## src/rtl/core/uite_pkg.sv

```systemverilog
// Package for the interrupt-driven UART transfer engine.
// Holds the item types, action and register codes, masks and enable bit positions.
// Used by the channel interfaces and the top level.
package uite_pkg;

	localparam int unsigned MAX_TRANSFER_BYTES = 65535;

	typedef enum logic [1:0] {
		ACT_TX_START = 2'd0,
		ACT_RX_START = 2'd1,
		ACT_SERVICE  = 2'd2,
		ACT_NONE     = 2'd3
	} action_t;

	localparam logic [2:0] CFG_NINE_BIT_WORDS    = 3'd0;
	localparam logic [2:0] CFG_PARITY_ENABLED    = 3'd1;
	localparam logic [2:0] CFG_CTS_IRQ_ENABLED   = 3'd2;
	localparam logic [2:0] CFG_IDLE_IRQ_ENABLED  = 3'd3;
	localparam logic [2:0] CFG_ERROR_IRQ_ENABLED = 3'd4;

	localparam int unsigned EN_TXE  = 0;
	localparam int unsigned EN_TC   = 1;
	localparam int unsigned EN_RXNE = 2;

	localparam int unsigned SF_TC      = 0;
	localparam int unsigned SF_TXE     = 1;
	localparam int unsigned SF_RXNE    = 2;
	localparam int unsigned SF_CTS     = 3;
	localparam int unsigned SF_IDLE    = 4;
	localparam int unsigned SF_OVERRUN = 5;
	localparam int unsigned SF_NOISE   = 6;
	localparam int unsigned SF_FRAMING = 7;

	localparam int unsigned EV_TX_DONE = 0;
	localparam int unsigned EV_RX_DONE = 1;
	localparam int unsigned EV_CTS     = 2;
	localparam int unsigned EV_IDLE    = 3;
	localparam int unsigned EV_OVERRUN = 4;
	localparam int unsigned EV_NOISE   = 5;
	localparam int unsigned EV_FRAMING = 6;

	localparam int unsigned CLR_TC   = 0;
	localparam int unsigned CLR_CTS  = 1;
	localparam int unsigned CLR_READ = 2;

	localparam logic [8:0] MASK_NINE  = 9'h1ff;
	localparam logic [8:0] MASK_EIGHT = 9'h0ff;
	localparam logic [8:0] MASK_SEVEN = 9'h07f;

	typedef struct packed {
		logic [1:0]  action;
		logic [15:0] transfer_length;
		logic [7:0]  status_flags;
		logic [8:0]  rx_data;
		logic [15:0] tx_source_data;
	} event_t;

	typedef struct packed {
		logic        prior_busy;
		logic        tx_write_valid;
		logic [8:0]  tx_write_data;
		logic [15:0] tx_read_offset;
		logic        rx_write_valid;
		logic [8:0]  rx_write_data;
		logic [15:0] rx_write_offset;
		logic        rx_write_two_bytes;
		logic [6:0]  event_bits;
		logic [2:0]  clear_requests;
		logic [2:0]  irq_enables;
	} result_t;

	typedef struct packed {
		logic nine_bit_words;
		logic parity_enabled;
		logic cts_irq_enabled;
		logic idle_irq_enabled;
		logic error_irq_enabled;
	} config_t;

endpackage

```

## src/rtl/core/uite_if.sv

```systemverilog
// Valid/ready channel interfaces for the UART transfer engine.
// One carries event items in, the other carries result items out; types from uite_pkg.
interface uite_evt_if import uite_pkg::*; ();
	logic   valid;
	logic   ready;
	event_t data;

	modport source (output valid, output data, input ready);
	modport sink (input valid, input data, output ready);
endinterface

interface uite_res_if import uite_pkg::*; ();
	logic    valid;
	logic    ready;
	result_t data;

	modport source (output valid, output data, input ready);
	modport sink (input valid, input data, output ready);
endinterface

```

## src/rtl/core/uart_irq_transfer_engine_unit.sv

```systemverilog
// Top level of the interrupt-driven UART transfer engine.
// Depends on uite_pkg and the channel interfaces in uite_if.sv.
//
// Channel   Direction  Payload
// evt       in         action, transfer_length, status_flags, rx_data, tx_source_data
// res       out        one result item per event item
// cfg       in         write enable, 3-bit register index, 1-bit data
//
// An event item is taken into the input register, evaluated combinationally against
// the transfer state and written to the result register.
// One item is accepted every cycle while results are being taken.
// A stalled result holds; the input register still takes one further item.
// Reset clears the transfer state, the interrupt enables and all registers.
module uart_irq_transfer_engine_unit import uite_pkg::*; (
	input  logic          clk,
	input  logic          arst_n,
	input  logic          cfg_we,
	input  logic [2:0]    cfg_index,
	input  logic          cfg_wdata,
	uite_evt_if.sink      evt,
	uite_res_if.source    res
);

	config_t     cfg_q;
	logic        tx_busy_q, rx_busy_q;
	logic [15:0] tx_rem_q, tx_off_q, rx_rem_q, rx_off_q;
	logic [2:0]  irq_en_q;

	event_t      evt_s1;
	logic        valid_s1;
	result_t     res_q;
	logic        res_valid_q;
	logic        advance;

	logic        tx_busy_d, rx_busy_d;
	logic [15:0] tx_rem_d, tx_off_d, rx_rem_d, rx_off_d;
	logic [2:0]  irq_en_d;
	result_t     res_d;

	assign advance   = valid_s1 && (!res_valid_q || res.ready);
	assign evt.ready = !valid_s1 || advance;
	assign res.valid = res_valid_q;
	assign res.data  = res_q;

	always_ff @(posedge clk or negedge arst_n) begin
		if (!arst_n) begin
			cfg_q <= '0;
		end else if (cfg_we) begin
			unique case (cfg_index)
				CFG_NINE_BIT_WORDS:    cfg_q.nine_bit_words    <= cfg_wdata;
				CFG_PARITY_ENABLED:    cfg_q.parity_enabled    <= cfg_wdata;
				CFG_CTS_IRQ_ENABLED:   cfg_q.cts_irq_enabled   <= cfg_wdata;
				CFG_IDLE_IRQ_ENABLED:  cfg_q.idle_irq_enabled  <= cfg_wdata;
				CFG_ERROR_IRQ_ENABLED: cfg_q.error_irq_enabled <= cfg_wdata;
				default: ;
			endcase
		end
	end

	always_comb begin
		logic        wide;
		logic [8:0]  mask;
		logic [15:0] step;
		logic [15:0] len;
		logic [7:0]  sf;

		wide = cfg_q.nine_bit_words && !cfg_q.parity_enabled;
		if (wide) begin
			mask = MASK_NINE;
		end else if (!cfg_q.nine_bit_words && cfg_q.parity_enabled) begin
			mask = MASK_SEVEN;
		end else begin
			mask = MASK_EIGHT;
		end
		step = wide ? 16'd2 : 16'd1;
		len  = ({8'd0, evt_s1.transfer_length} > 24'(MAX_TRANSFER_BYTES)) ?
			16'(MAX_TRANSFER_BYTES) : evt_s1.transfer_length;
		sf   = evt_s1.status_flags;

		tx_busy_d = tx_busy_q;
		rx_busy_d = rx_busy_q;
		tx_rem_d  = tx_rem_q;
		tx_off_d  = tx_off_q;
		rx_rem_d  = rx_rem_q;
		rx_off_d  = rx_off_q;
		irq_en_d  = irq_en_q;
		res_d     = '0;

		unique case (action_t'(evt_s1.action))
			ACT_TX_START: begin
				res_d.prior_busy = tx_busy_q;
				if (!tx_busy_q) begin
					tx_rem_d = len;
					tx_off_d = '0;
					tx_busy_d = 1'b1;
					irq_en_d[EN_TXE] = 1'b1;
					irq_en_d[EN_TC] = 1'b1;
				end
			end
			ACT_RX_START: begin
				res_d.prior_busy = rx_busy_q;
				if (!rx_busy_q) begin
					rx_rem_d = len;
					rx_off_d = '0;
					rx_busy_d = 1'b1;
					irq_en_d[EN_RXNE] = 1'b1;
				end
			end
			ACT_SERVICE: begin
				if (sf[SF_TC] && irq_en_d[EN_TC] && tx_busy_d && tx_rem_d == '0) begin
					res_d.clear_requests[CLR_TC] = 1'b1;
					irq_en_d[EN_TC] = 1'b0;
					tx_busy_d = 1'b0;
					res_d.event_bits[EV_TX_DONE] = 1'b1;
				end
				if (sf[SF_TXE] && irq_en_d[EN_TXE] && tx_busy_d) begin
					if (tx_rem_d != '0) begin
						res_d.tx_write_valid = 1'b1;
						res_d.tx_write_data  = evt_s1.tx_source_data[8:0] & mask;
						res_d.tx_read_offset = tx_off_q;
						tx_off_d = tx_off_q + step;
						tx_rem_d = (tx_rem_q > step) ? tx_rem_q - step : '0;
					end
					if (tx_rem_d == '0) begin
						irq_en_d[EN_TXE] = 1'b0;
					end
				end
				if (sf[SF_RXNE] && irq_en_d[EN_RXNE] && rx_busy_q && rx_rem_q != '0) begin
					res_d.rx_write_valid     = 1'b1;
					res_d.rx_write_data      = evt_s1.rx_data & mask;
					res_d.rx_write_offset    = rx_off_q;
					res_d.rx_write_two_bytes = wide;
					rx_off_d = rx_off_q + step;
					rx_rem_d = (rx_rem_q > step) ? rx_rem_q - step : '0;
					if (rx_rem_d == '0) begin
						irq_en_d[EN_RXNE] = 1'b0;
						rx_busy_d = 1'b0;
						res_d.event_bits[EV_RX_DONE] = 1'b1;
					end
				end
				if (sf[SF_CTS] && cfg_q.cts_irq_enabled) begin
					res_d.clear_requests[CLR_CTS] = 1'b1;
					res_d.event_bits[EV_CTS] = 1'b1;
				end
				if (sf[SF_IDLE] && cfg_q.idle_irq_enabled) begin
					res_d.clear_requests[CLR_READ] = 1'b1;
					res_d.event_bits[EV_IDLE] = 1'b1;
				end
				if (sf[SF_OVERRUN] && irq_en_d[EN_RXNE]) begin
					res_d.clear_requests[CLR_READ] = 1'b1;
					res_d.event_bits[EV_OVERRUN] = 1'b1;
				end
				if (cfg_q.error_irq_enabled) begin
					if (sf[SF_NOISE]) begin
						res_d.clear_requests[CLR_READ] = 1'b1;
						res_d.event_bits[EV_NOISE] = 1'b1;
					end else if (sf[SF_FRAMING]) begin
						res_d.clear_requests[CLR_READ] = 1'b1;
						res_d.event_bits[EV_FRAMING] = 1'b1;
					end
				end
			end
			default: ;
		endcase

		res_d.irq_enables = irq_en_d;
	end

	always_ff @(posedge clk or negedge arst_n) begin
		if (!arst_n) begin
			valid_s1    <= 1'b0;
			evt_s1      <= '0;
			res_valid_q <= 1'b0;
			res_q       <= '0;
			tx_busy_q   <= 1'b0;
			rx_busy_q   <= 1'b0;
			tx_rem_q    <= '0;
			tx_off_q    <= '0;
			rx_rem_q    <= '0;
			rx_off_q    <= '0;
			irq_en_q    <= '0;
		end else begin
			if (evt.valid && evt.ready) begin
				evt_s1 <= evt.data;
			end
			if (evt.ready) begin
				valid_s1 <= evt.valid;
			end
			if (advance) begin
				res_q     <= res_d;
				tx_busy_q <= tx_busy_d;
				rx_busy_q <= rx_busy_d;
				tx_rem_q  <= tx_rem_d;
				tx_off_q  <= tx_off_d;
				rx_rem_q  <= rx_rem_d;
				rx_off_q  <= rx_off_d;
				irq_en_q  <= irq_en_d;
			end
			if (advance) begin
				res_valid_q <= 1'b1;
			end else if (res.ready) begin
				res_valid_q <= 1'b0;
			end
		end
	end

	a_tx_done_idles: assert property (@(posedge clk) disable iff (!arst_n)
		advance && res_d.event_bits[EV_TX_DONE] |=> !tx_busy_q)
		else $error("Transmit stayed busy after its done event.");

	a_rx_idle_no_rxne: assert property (@(posedge clk) disable iff (!arst_n)
		!rx_busy_q |-> !irq_en_q[EN_RXNE])
		else $error("Receive interrupt enabled while receive is idle.");

	a_tx_idle_no_tc: assert property (@(posedge clk) disable iff (!arst_n)
		!tx_busy_q |-> !irq_en_q[EN_TC])
		else $error("Transmit-complete enable set while transmit is idle.");

	a_tx_word_masked: assert property (@(posedge clk) disable iff (!arst_n)
		res_valid_q && res_q.tx_write_valid && !cfg_q.nine_bit_words
		|-> !res_q.tx_write_data[8])
		else $error("Eight-bit transmit word carries a ninth bit.");

	a_result_enables: assert property (@(posedge clk) disable iff (!arst_n)
		$past(advance) |-> res_q.irq_enables == irq_en_q)
		else $error("Reported interrupt enables differ from the state.");

endmodule

```

## src/flat_wrapper.sv

```systemverilog
// flat-port wrapper written by rule: the top's interface ports become plain ports
module uart_irq_transfer_engine_unit_flat import uite_pkg::*;
  (clk, arst_n, cfg_we, cfg_index, cfg_wdata, evt_valid, evt_data, evt_ready, res_valid, res_data, res_ready);
  uite_evt_if evt_i ();
  uite_res_if res_i ();
  input  logic clk;
  input  logic arst_n;
  input  logic cfg_we;
  input  logic [2:0] cfg_index;
  input  logic cfg_wdata;
  input wire logic [$bits(evt_i.valid)-1:0] evt_valid;
  input wire logic [$bits(evt_i.data)-1:0] evt_data;
  output wire logic [$bits(evt_i.ready)-1:0] evt_ready;
  output wire logic [$bits(res_i.valid)-1:0] res_valid;
  output wire logic [$bits(res_i.data)-1:0] res_data;
  input wire logic [$bits(res_i.ready)-1:0] res_ready;
  assign evt_i.valid = evt_valid;
  assign evt_i.data = evt_data;
  assign evt_ready = evt_i.ready;
  assign res_valid = res_i.valid;
  assign res_data = res_i.data;
  assign res_i.ready = res_ready;
  uart_irq_transfer_engine_unit u_core (.clk(clk), .arst_n(arst_n), .cfg_we(cfg_we), .cfg_index(cfg_index), .cfg_wdata(cfg_wdata), .evt(evt_i), .res(res_i));
endmodule
```

## config.mk

```make
export PLATFORM = sky130hd
export DESIGN_NAME = uart_irq_transfer_engine_unit_flat
export DESIGN_NICKNAME = d
export VERILOG_FILES = /design/src/rtl/core/uite_pkg.sv /design/src/rtl/core/uite_if.sv /design/src/rtl/core/uart_irq_transfer_engine_unit.sv /design/src/flat_wrapper.sv
export SDC_FILE = /design/constraint.sdc
export NUM_CORES = 1
export LEC_CHECK = 0
export BUFFER_PORTS_ARGS = -buffer_cell sky130_fd_sc_hd__buf_2
export CAP_MARGIN = 20
export CORE_UTILIZATION = 40
export CTS_CLUSTER_DIAMETER = 50
export DETAILED_ROUTE_END_ITERATION = 16
export GPL_ROUTABILITY_DRIVEN = 0
export PLACE_DENSITY = 0.62
export SYNTH_ARGS = -nofsm -noshare
export SYNTH_HDL_FRONTEND = slang
export SYNTH_SLANG_ARGS = --single-unit
```

## constraint.sdc

```tcl
create_clock -name clk -period 3.3 [get_ports clk]
set_input_delay 0.165 -clock clk [delete_from_list [all_inputs] [get_ports clk]]
set_output_delay 0.165 -clock clk [all_outputs]
set_load 0.01 [all_outputs]
```

==> reports/metrics.yaml <==
worst_setup_path:
  cpMostUsedCell: "inv_1"
  crit_arrival_ns: 3.41
  critPathMaxFanout: 12
  cp.required_ns: 3.61
  endpoint_kind: "register"
  slowest_stage: "fa_1"
  worstSetupEndpoint: "u_core.tx_rem_q[4]"
  start_kind: "register"
  cpPeakStageDelay_ns: 0.50
  cp.buffers_inverters: 3
  r2r-end: "u_core.tx_rem_q[4]"
  path_cells: "nor2b_1 > inv_1 > buf_4 > ha_1 > inv_1 > fa_1 > a211oi_1 > a21o_1 > o211ai_1 > a221o_1"
  critPathTopFamily: "compound AO/OA/AOI/OAI gates"
  rrSetupSlack_ns: 0.19
  crit_start: "u_core.cfg_q[4]"
  path_depth: 10
  path_class: "reg2reg"
  reg2reg_from: "u_core.cfg_q[4]"
  worstRegToRegCells: 10
route:
  first_pass_iters: 5
  vias: 6959
  drtIter0Drc: 484
  wl_per_cell_um: 16.82
  viasPerCell: 5.488
  drcViolationCount: 0
  wl_um: 21330
  ant_nets: 0
synth:
  synth_top_family_by_area: "compound AO/OA/AOI/OAI gates"
  synth_ff_type: "dfrtp_1"
  ys_seq_area_share_pct: 52.38
  synthArstFlopShare_pct: 100.0
  synth_compound_area_share_pct: 16.89
  syn_avg_cell_area_um2: 10.77
  synth_cell_types: 63
  yosys_warnings: 0
  synth-simple-area-share_pct: 15.63
  yosys_register_bits: 182
  syn_area_um2: 8695
  syn_inst: 807
  yosysMostFrequentCell: "dfrtp_1"
  syn_nets: 882
  synth_largest_area_cell: "dfrtp_1"
  muxShareOfSynthArea_pct: 7.051
  synth_top_cell_area_share_pct: 52.38
  synth_common_cells: "182 x dfrtp_1, 58 x nor2_1, 54 x nand2_1"
  synth_fa_ha_area_share_pct: 2.504
  synth.area.top_cells: "dfrtp_1 52%, mux2_2 6.5%, a22o_1 5.0%"
  synth-edff-count: 0
  synth_xor_area_share_pct: 2.518
power:
  p_leak_uw: 0.004970
  p_int_uw: 4424
  switchingPower_uw: 2461
  switching_share_pct: 35.74
  finalPower_uw: 6885
  p_comb_share_pct: 28.2
  p_seq_share_pct: 42.6
  p_clk_share_pct: 29.1
  ir_worst_vdd_mv: 0.3796
  powerDensity_nw_per_um2: 638.6
final_layout:
  multi_input_area_um2: 3899
  instances_no_fill: 1268
  ff_latch_area_um2: 4554
  drive_gt1_share_pct: 25.58
  area_growth_pct: 24.00
  nFillCells: 1901
  antennaDiodeCount: 0
  final_util_pct: 50.97
  fin_nets: 1055
clocking:
  cts.htree.levels: 4
  path_clk_slew_ns: 0.07
  postCtsSetupRepairBufs: 0
  clock_tree.root_cell: "clkbuf_16"
  insertion_delay_ns: 0.43
  cts_buffers: 17
  cts_sinks: 182
  cts_buffer_depth: 2
  cts_tree: "done"
floorplanning:
  initial_utilization_pct: 41.10
  die_w_um: 149.4
  ios: 129
  dieArea_um2: 22330
  core_area_um2: 21150
  rows: 53
  die_y_um: 149.4
timing:
  skew_ns: 0.01596
  setup_viol: 0
  maxSlewHeadroom_pct: 48.33
  fin_crit_sh_pct: 94.17
  max_slew.worst_pin.slew_ns: 0.7750
  hold_viol: 0
  finalCriticalPeriod_ns: 3.107
  fin_setup_tns_ns: 0
  clock.fmax_mhz: 321.8
  fin_ws_ns: 0.1925
  drv_slew: 0
  rsz0062_at_grt: "no"
worst_hold_path:
  hold_class: "in2reg"
place:
  io_buffers: 121
  dp_slack_ns: 0.2742
  place_inst: 1190
  hpwl_um: 14820
run_status:
  status: "completed"
job:
  cap_violations: 0
grt:
  grt_pass1_vias: 6658
  grt_max_degree: 86
  antenna_found_initial: 0
  gr-total-overflow: 0
  grt_usage_pct: 20.23
  grt_pass1_wl_um: 35450
cell usage in the layout, fill, tap and decap left out, types with 17 or more instances in the layout:
| master | n |
|---|---|
| dfrtp_1 | 182 |
| buf_2 | 120 |
| nor2_1 | 56 |
| nand2_1 | 52 |
| mux2_2 | 50 |
| a22o_1 | 50 |
| o21ai_0 | 46 |
| dlygate4sd3_1 | 46 |
| a21oi_1 | 38 |
| buf_4 | 34 |
| nand3_1 | 28 |
| nor3_1 | 17 |
| clkbuf_16 | 17 |
power by group through the flow:
stage               Combinational (µW)  Sequential, µW  Clock (µW)
CTS                               1940            2930        2060
floorplan                         1350            2860           0
global placement                  1860            2960           0
finish                            1940            2940        2000
detailed placement                1880            2970           0
global route                      2190            3000        2160
metrics by stage:
stage	cell area [µm²]	hold slack [ns]
floorplan	8695	-0.1306
global placement	9721	0.2745
detailed placement	9736	0.2719
CTS	10780	0.02790
global route	10780	0.04271
finish	10780	0.04821
repair_timing:
item,in CTS,in global routing
setup endpoints to repair,0,0
hold endpoints to repair,126,0
gates resized for setup,0,0
hold buffers,46,0
layer usage:
metal  vias to the layer above  share of wire (%)  global-route usage [%]
li1                       3337                  -                       -
met4                         0                1.5                   5.969
met2                       196                 45                   31.06
met3                        28                4.8                   3.140
met1                      3398                 48                   29.39
met5                         -                  0                       0
cells by family (layout without fill, tap and decap cells):
family	Yosys count	in the layout
compound gates	209	209
xor+xnor	25	25
fa+ha+maj	15	15
buf+inv	63	249
flops	182	182
mux	55	55
simple gates	258	258
cell type report:
type | instances | area share [%]
sequential | 182 | 42.24
multi-input combinational | 562 | 36.16
timing repair buffer | 202 | 12.45
clock buffer | 18 | 3.981
tap | 275 | 3.191
clock inverter | 14 | 1.451
inverter | 15 | 0.5222
state kept, by name, indices dropped and copies added (netlist names):
name              count
u_core.cfg_q          5
u_core.evt_s1        44
u_core.res.data      65
u_core.res.valid      1
u_core.rx_busy_q      1
u_core.rx_off_q      16
u_core.rx_rem_q      16
u_core.tx_busy_q      1
u_core.tx_off_q      16
u_core.tx_rem_q      16
u_core.valid_s1       1
worst min-delay path by stage:
stage	startpoint	to	cells past startpoint
after floorplan	arst_n	u_core.cfg_q[0]	0
after global placement	arst_n	u_core.res.data[50]	1
after detailed placement	arst_n	u_core.res.data[49]	1
after CTS	cfg_wdata	u_core.cfg_q[0]	2
after global routing	cfg_wdata	u_core.cfg_q[1]	2
final	cfg_wdata	u_core.cfg_q[0]	2
worst reg2reg max path: cells and delay by family, from the launching register on:
| family | cells | cell delay (ns) |
|---|---|---|
| compound gates | 4 | 1.34 |
| fa+ha+maj | 2 | 0.66 |
| buf+inv | 3 | 0.43 |
| flops | 1 | 0.38 |
| simple gates | 1 | 0.15 |
Note: power is estimated with default switching activity, not from simulation.
